## src/rtl/core/csbc_pkg.sv

```systemverilog
// Package: types, constants and lexer modes for the C source bracket checker.
`timescale 1ns / 1ps
`default_nettype none
package csbc_pkg;

  localparam int StackDepth = 64;
  localparam int LineBits   = 24;
  localparam int PtrBits    = $clog2(StackDepth);
  localparam int FillBits   = $clog2(StackDepth + 1);
  localparam int QueueDepth = 2;

  localparam logic [7:0] ChOpenParen  = 8'h28;
  localparam logic [7:0] ChOpenBrace  = 8'h7B;
  localparam logic [7:0] ChCloseParen = 8'h29;
  localparam logic [7:0] ChCloseBrace = 8'h7D;
  localparam logic [7:0] ChSlash      = 8'h2F;
  localparam logic [7:0] ChStar       = 8'h2A;
  localparam logic [7:0] ChNewline    = 8'h0A;
  localparam logic [7:0] ChBackslash  = 8'h5C;
  localparam logic [7:0] ChDquote     = 8'h22;
  localparam logic [7:0] ChSquote     = 8'h27;

  localparam logic [1:0] ErrNone     = 2'd0;
  localparam logic [1:0] ErrCloser   = 2'd1;
  localparam logic [1:0] ErrUnclosed = 2'd2;
  localparam logic [1:0] ErrOverflow = 2'd3;

  typedef enum logic [3:0] {
    ModeCode, ModeSlash, ModeLineCmt, ModeBlock, ModeBlockStar,
    ModeStr, ModeStrEsc, ModeChr, ModeChrEsc
  } lex_mode_t;

  typedef enum logic [1:0] {OpNone, OpOpen, OpClose, OpEnd} op_t;

  typedef struct packed {
    logic       req_type;
    logic [7:0] text_byte;
  } in_item_t;

  typedef struct packed {
    logic        bracket_seen;
    logic [7:0]  bracket_char;
    logic [1:0]  error_kind;
    logic [7:0]  error_char;
    logic [23:0] error_line;
    logic [15:0] error_total;
  } out_item_t;

  // Classified beat handed from the lexer to the stack engine.
  typedef struct packed {
    op_t                 op;
    logic [7:0]          ch;
    logic [LineBits-1:0] line;
  } cmd_t;

endpackage
`default_nettype wire

```

## src/rtl/core/csbc_stack.sv

```systemverilog
// Back end: shifting opener stack, error counting and result register.
`timescale 1ns / 1ps
`default_nettype none
module csbc_stack (
  input  wire logic            clk,
  input  wire logic            rst,
  input  wire csbc_pkg::cmd_t  cmd,
  input  wire logic            cmd_valid,
  output logic                 cmd_take,
  output csbc_pkg::out_item_t  result,
  output logic                 empty,
  input  wire logic            pop
);
  import csbc_pkg::*;

  logic                kinds [StackDepth];
  logic [LineBits-1:0] lines [StackDepth];
  logic [FillBits-1:0] fill;
  logic [15:0]         errors;
  logic                res_valid;

  logic [StackDepth-1:0] hit;
  logic [StackDepth-1:0] below;
  logic                  found, on_top;
  logic                  want;
  logic [PtrBits-1:0]    top;

  assign cmd_take = cmd_valid && (!res_valid || pop);
  assign empty    = !res_valid;
  assign want     = (cmd.ch == ChCloseBrace);
  assign top      = PtrBits'(fill - 1'b1);

  // Mark the nearest matching opener; every cell at or above it shifts down.
  always_comb begin
    logic seen;
    seen = 1'b0;
    found = 1'b0;
    on_top = 1'b0;
    for (int i = StackDepth - 1; i >= 0; i--) begin
      hit[i] = 1'b0;
      if (FillBits'(i) < fill && kinds[i] == want && !seen) begin
        hit[i] = 1'b1;
        seen = 1'b1;
        found = 1'b1;
        if (FillBits'(i + 1) == fill) on_top = 1'b1;
      end
      below[i] = !seen;
    end
  end

  always_ff @(posedge clk) begin
    if (cmd_take && cmd.op == OpOpen && fill < FillBits'(StackDepth)) begin
      kinds[fill[PtrBits-1:0]] <= (cmd.ch == ChOpenBrace);
      lines[fill[PtrBits-1:0]] <= cmd.line;
    end else if (cmd_take && cmd.op == OpClose && found) begin
      for (int i = 0; i < StackDepth - 1; i++) begin
        if (below[i] || hit[i]) begin
          kinds[i] <= kinds[i+1];
          lines[i] <= lines[i+1];
        end
      end
    end
  end

  always_ff @(posedge clk) begin
    out_item_t r;
    logic      err;
    if (rst) begin
      fill      <= '0;
      errors    <= '0;
      res_valid <= 1'b0;
    end else begin
      // Hold the result until popped; a new beat replaces it in the same cycle.
      res_valid <= cmd_take || (res_valid && !pop);
      if (cmd_take) begin
        r = '0;
        err = 1'b0;
        unique case (cmd.op)
          OpOpen: begin
            r.bracket_seen = 1'b1;
            r.bracket_char = cmd.ch;
            if (fill >= FillBits'(StackDepth)) begin
              err = 1'b1;
              r.error_kind = ErrOverflow;
            end else fill <= fill + 1'b1;
          end
          OpClose: begin
            r.bracket_seen = 1'b1;
            r.bracket_char = cmd.ch;
            if (!found || !on_top) begin
              err = 1'b1;
              r.error_kind = ErrCloser;
            end
            if (found) fill <= fill - 1'b1;
          end
          OpEnd: begin
            fill <= '0;
            if (errors == 16'd0 && fill != '0) begin
              err = 1'b1;
              r.error_kind = ErrUnclosed;
              r.error_char = kinds[top] ? ChOpenBrace : ChOpenParen;
              r.error_line = 24'(lines[top]);
            end
          end
          default: ;
        endcase
        if (err && cmd.op != OpEnd) begin
          r.error_char = cmd.ch;
          r.error_line = 24'(cmd.line);
        end
        r.error_total = errors + {15'd0, err && errors != 16'hFFFF};
        errors <= (cmd.op == OpEnd) ? 16'd0 : r.error_total;
        result <= r;
      end
    end
  end
endmodule
`default_nettype wire

```

## config.mk

```make
export PLATFORM = sky130hd
export DESIGN_NAME = csbc_stack
export DESIGN_NICKNAME = d
export VERILOG_FILES = /design/src/rtl/core/csbc_pkg.sv /design/src/rtl/core/csbc_stack.sv
export SDC_FILE = /design/constraint.sdc
export NUM_CORES = 2
export LEC_CHECK = 0
export BUFFER_PORTS_ARGS = -buffer_cell sky130_fd_sc_hd__buf_2
export CAP_MARGIN = 5
export CORE_MARGIN = 2
export CORE_UTILIZATION = 25
export CTS_CLUSTER_SIZE = 20
export DETAILED_ROUTE_END_ITERATION = 7
export HOLD_SLACK_MARGIN = 0.06
export MAX_ROUTING_LAYER = met4
export PLACE_DENSITY = 0.47
export SYNTH_ARGS = -nofsm -noshare
export SYNTH_HDL_FRONTEND = slang
export SYNTH_SLANG_ARGS = --single-unit
```

## constraint.sdc

```tcl
create_clock -name clk -period 10.55 [get_ports clk]
set_clock_uncertainty 0.05 [all_clocks]
set_input_delay 2.11 -clock clk [delete_from_list [all_inputs] [get_ports clk]]
set_output_delay 2.11 -clock clk [all_outputs]
set_load 0.005 [all_outputs]
```

# --- Word level (Yosys, flattened, before mapping) ---
# Memory sizes are Yosys's and may differ from the RTL's.
# Index checks and enable logic that the tools add are counted.
# W data, S select, Z words.
totals:
  register_bits: 83
  ramBits: 1600
  output_inout_bits: 61
  elab_cells: 1028
  n_memories: 2
classes:
  add_sub_neg: 3
  magnitude_cmp: 66
  eq_ne: 137
  muxes: 533
  bitwise_logic: 1
  reduce_logical: 277
memory_table:
  columns: ["memory", "words", "width", "read_ports", "rd_clocked_by_memory_dff", "write_ports", "line_no", "rtl"]
  rows:
  - ["lines", 64, 24, 64, 0, 63, "csbc_stack.sv:17", "logic [LineBits-1:0] lines [StackDepth];"]
  - ["kinds", 64, 1, 65, 0, 63, "csbc_stack.sv:16", "logic kinds [StackDepth];"]
ops:
  columns: ["op", "count"]
  rows:
  - ["$mux W1", 518]
  - ["$eq A6 B7 Y1 const A", 32]
  - ["$lt A6 B7 Y1 const A", 32]
  - ["$logic_and A1 B1 Y1", 136]
  - ["$eq A5 B7 Y1 const A", 16]
  - ["$lt A5 B7 Y1 const A", 16]
  - ["$logic_not A1 Y1", 67]
  - ["$logic_or A1 B1 Y1", 66]
  - ["$eq A1 B1 Y1", 64]
  - ["$mux W32", 2]
  - ["$eq A4 B7 Y1 const A", 8]
  - ["$lt A4 B7 Y1 const A", 8]
  - ["$mux W34", 1]
  - ["$eq A3 B7 Y1 const A", 4]
  - ["$lt A3 B7 Y1 const A", 4]
  - ["$mux W24", 1]
  - ["$reduce_or A24 Y1", 1]
  - ["$mux W7", 3]
  - ["$pmux W7 S3", 1]
  - ["$add A16 B1 Y16", 1]
  - ["$eq A8 B7 Y1 const B", 2]
  - ["$logic_not A16 Y1", 1]
  - ["$mux W16", 1]
  - ["$ne A16 B16 Y1 const B", 1]
  - ["other kinds (24)", 31]

# --- Logic depth before layout (Yosys ltp) ---
logic_depth:
  depth_word: 202
  depth_mapped: 25
  mapped_depth_nobuf: 22

# --- Worst setup path after synthesis ---
# Ideal clock, no wire load.
synth_timing:
  path_type: "input to register"
  startpoint: "input port cmd[31] (netlist name)"
  endpoint: "register errors[12]"
  setup_ps: 70
  arrival_ps: 6860
  required_time_ps: 10430
  setup_slack_ps: 3569
  stages: 20
  path_cell_list: "nand4b_4 > buf_6 > a2111o_1 > o211a_2 > or4b_4 > or4_4 > nor3_4 > buf_6 > buf_12 > nand3_1 > a41oi_1 > ha_1 > ha_1 > and3_1 > and3_1 > and3_1 > and3_1 > nand3_1 > or3_1 > a21oi_1"
synth_between:
  elab_chain_cells: 202
  word_cells_on_any_way: 456
  cone_classes: "1 x add/sub; 65 x eq/ne; 196 x mux; 194 x reduce/logical"
synth_rtl:
  columns: ["item", "line_no", "rtl"]
  rows:
  - ["start: declaration", "csbc_stack.sv:7", "input wire csbc_pkg::cmd_t cmd,"]
  - ["$eq A8 B7 Y1 (*)", "csbc_stack.sv:30", "assign want = (cmd.ch == ChCloseBrace);"]
  - ["$eq A1 B1 Y1", "csbc_stack.sv:41", "if (FillBits'(i) < fill && kinds[i] == want && !seen) begin"]
  - ["$logic_and A1 B1 Y1", "csbc_stack.sv:41", null]
  - ["$mux W1", "csbc_stack.sv:41", null]
  - ["$logic_not A1 Y1", "csbc_stack.sv:41", null]
  - ["$logic_and A1 B1 Y1", "csbc_stack.sv:41", null]
  - ["$mux W1", "csbc_stack.sv:41", null]
  - ["$logic_not A1 Y1", "csbc_stack.sv:41", null]
  - ["[... 186 more ...]", null, null]
  - ["$logic_or A1 B1 Y1 (*)", "csbc_stack.sv:90", "if (!found || !on_top) begin"]
  - ["$mux W1 (*)", "csbc_stack.sv:90", null]
  - ["$pmux W1 S3 (*)", "csbc_stack.sv:78", "unique case (cmd.op)"]
  - ["$mux W1 (*)", "csbc_stack.sv:75", "if (cmd_take) begin"]
  - ["$mux W1 (*)", "csbc_stack.sv:68", "if (rst) begin"]
  - ["$logic_and A1 B1 Y1 (*)", "csbc_stack.sv:111", "r.error_total = errors + {15'd0, err && errors != 16'hFFFF};"]
  - ["$add A16 B1 Y16 (*)", "csbc_stack.sv:111", null]
  - ["$mux W16 (*)", "csbc_stack.sv:112", "errors <= (cmd.op == OpEnd) ? 16'd0 : r.error_total;"]
  - ["end signal: assignment", "csbc_stack.sv:112", null]
  - ["end: declaration", "csbc_stack.sv:19", "logic [15:0] errors;"]
# Every way passes the cells marked *; elsewhere a longest branch is shown, timed or not. The select of a mux whose other input is x is not followed.
# A chain may end at the register's enable or synchronous reset.

# --- Worst setup path in the final report ---
layout_timing:
  startpoint: "input port cmd[25] (netlist name)"
  endpoint: "register errors[14]"
# Same word-level chain as after synthesis.

==> results.toml <==
[status]
status = "completed"

[global_routing]
grt_overflow = 0
first_global_vias = 54000
antenna_found_initial = 34
grt_pass1_wl_um = 456000
grt_usage_pct = 18.2
grt_max_degree = 82

[logic_synthesis]
yosysTopAreaCellShare_pct = 56.0
yosys-top-cells-count = "edfxtp_1, mux2_2, mux4_2"
yosysMostFrequentCell = "edfxtp_1"
synthTopCellsByArea = "edfxtp_1, mux2_2, mux4_2, clkbuf_1, o21ai_0"
yosys_warnings = 0
synth.avg_cell_area_um2 = 16.3
async_reset_ff_share_pct = 0
ys_seq_area_share_pct = 56.5
syn_nets = 5518
synth_seq_cells = 1683
synth_area_um2 = 89000
yosys.cell_types.count = 110
synth_area_leader_cell = "edfxtp_1"
synthFlopType = "edfxtp_1"
synth-edff-count = 1659
syn_inst = 5468

[worst_setup_path]
cp_slowest_cell = "nand4b_4"
slowest_delay_ns = 0.67
crit_required_ns = 11.22
crit_chain = "buf_2 -> nand4b_4 -> buf_4 -> nor2_2 -> xnor2_1 -> a311o_1 -> or4_4 -> a2111oi_0 -> nor4_2 -> buf_4 -> o21ai_0 -> a41oi_1 -> ha_1 -> ha_1 -> and3_1 -> and3_1 -> and3_1 -> and3_1 -> nand3_1 -> nor2_1 -> xor2_1 -> a22oi_1 -> nor2_1"
startpoint_type = "input port"
cpMostUsedCell = "and3_1"
cp_max_fo = 57
worstSetupEndpointType = "flop"
worstPathArrival_ns = 8.66
path_class = "in -> reg"

[placed_design]
place_ws_ns = 1.73
dp_hpwl_um = 205000
dpl_cell_area_um2 = 95500
gp_congestion = 0.883
portBuffers = 98

[cts]
cts_resized = 0
cts.sinks = 1683
postCtsHoldBufs = 0
clkSlewWorstSetupHoldPaths_ns = 0.06
clk_root_buffer_cell = "clkbuf_16"
post_cts_buffers = 0
cts_buffers = 195
cts_tree = "done"
clkLatencyLatePin_ns = 0.87
h-tree-depth = 4
cts.path.max_buffers = 4

[timing]
hold_viol_final = 0
fmax_mhz = 125
post-route-period-util_pct = 75.7
relSlewSlack_pct = 12.8
setup-tns-final_ns = 0
fin_ws_ns = 2.56
fin_crit_ns = 7.99
finalSetupViolations = 0
tightest_slew_ns = 1.27
drv_slew = 0
rsz0062_at_grt = "false"

[layout]
nNetsFinal = 5466
seqCellArea_um2 = 50300
multi_input_area_um2 = 37000
fin_util_pct = 28.5
area_growth_pct = 13.9
layout-drive-gt1-share_pct = 48.1
fillers = 35500
fin_area_um2 = 101000

[die]
dieArea_um2 = 361000
rows = 219
fp.dieH_um = 601
fp.dieW_um = 601
core_um2 = 355000
start_util_pct = 25.1
ioPinCount = 99

[drt]
drc = 0
detail_route.wl_per_cell_um = 31.8
first_pass_iters = 5
avgViaCountPerCell = 5.26
vias = 54300
ant_nets = 0
drt_iter0_markers = 6153
wl_um = 328000

[power_and_ir_drop]
leakage_nw = 31.5
vdd_ir_drop_max_uv = 150
cellPowerDensity_nw_per_um2 = 176

[worst_hold_path]
hold_class = "reg -> reg"

[flow_run]
cap_violations = 0
-- registers in the layout (all words and copies together) (netlist names) --
signal	count
kinds	64
fill	7
errors	16
result	59
lines	1536
res_valid	1
-- path summary, 6_finish.rpt --
path	endpoint	startpoint	slack, ns	cells past startpoint
max	errors[14]	cmd[25]	2.56	23
min	errors[0]	errors[0]	0.45	2
max reg2reg	errors[14]	fill[4]	3.37	22
min reg2reg	errors[0]	errors[0]	0.45	2
-- cell families after synthesis --
logic type               count (synthesis)  synth area share (%)
XOR/XNOR                                29                 0.286
AND/OR/NAND/NOR                        652                  4.15
adder cells (fa/ha/maj)                 12                 0.169
AO/OA/AOI/OAI                          454                  3.46
flip-flops                            1683                  56.5
buffers and inverters                  574                  2.79
multiplexers                          2064                  32.6
-- metrics by stage --
stage	hold WS, ns	power (mW)	std cells
after floorplan	0.413	10.0	5468
after global placement	0.439	11.5	9970
after detailed placement	0.449	11.5	9970
after CTS	0.457	18.0	10300
after global routing	0.492	18.3	10300
final	0.453	17.8	10300
-- cell type report --
type	count	area share [%]
repair buffers	304	2.13
clock buffers	257	5.16
well taps	4751	5.87
flip-flops and latches	1683	49.7
inverters	21	0.0778
multi-input cells	3211	36.5
diodes	30	0.0741
clock inverters	73	0.520
-- worst max-delay path: cells and delay by family --
family / cells / cell delay (ns)
and+or+nand+nor: 11 / 3.07
buffers and inverters: 3 / 0.97
adders and majority gates: 2 / 0.52
AOI/OAI and AO/OA: 5 / 1.63
xor gates and xnor gates: 2 / 0.33
-- metal layers --
layer / part of all wire, % / track usage, % / wire length (um) / vias to the layer above
met3: 6.7 / 2.85 / 22100 / 354
met1: 45 / 25.1 / 146000 / 29600
li1: - / - / - / 22000
met2: 46 / 27.8 / 152000 / 2271
met4: 2.4 / 4.80 / 7860 / 0
met5: 0 / - / 0 / -
-- report_power, final --
group	internal, mW	leakage (nW)	switching [mW]
logic	1.34	13.5	2.11
clock network	3.62	2.79	2.84
registers	7.71	15.3	0.158
-- layout by cell type (no fill, tap or decap), types with 22 or more instances in the layout --
cell,n
a211oi_1,64
a21oi_1,43
a31oi_1,33
and3_1,25
buf_2,89
buf_4,207
clkbuf_1,56
clkbuf_16,200
clkinv_1,41
diode_2,30
edfxtp_1,1659
mux2_1,64
mux2_2,1422
mux2_4,47
mux2i_1,31
mux4_2,500
nand2_1,171
nand3_1,98
nand4_1,23
nor2_1,73
nor2b_1,28
nor3_1,26
o21ai_0,125
o21ai_4,22
or3_1,51
(Power assumes the default switching activity.)
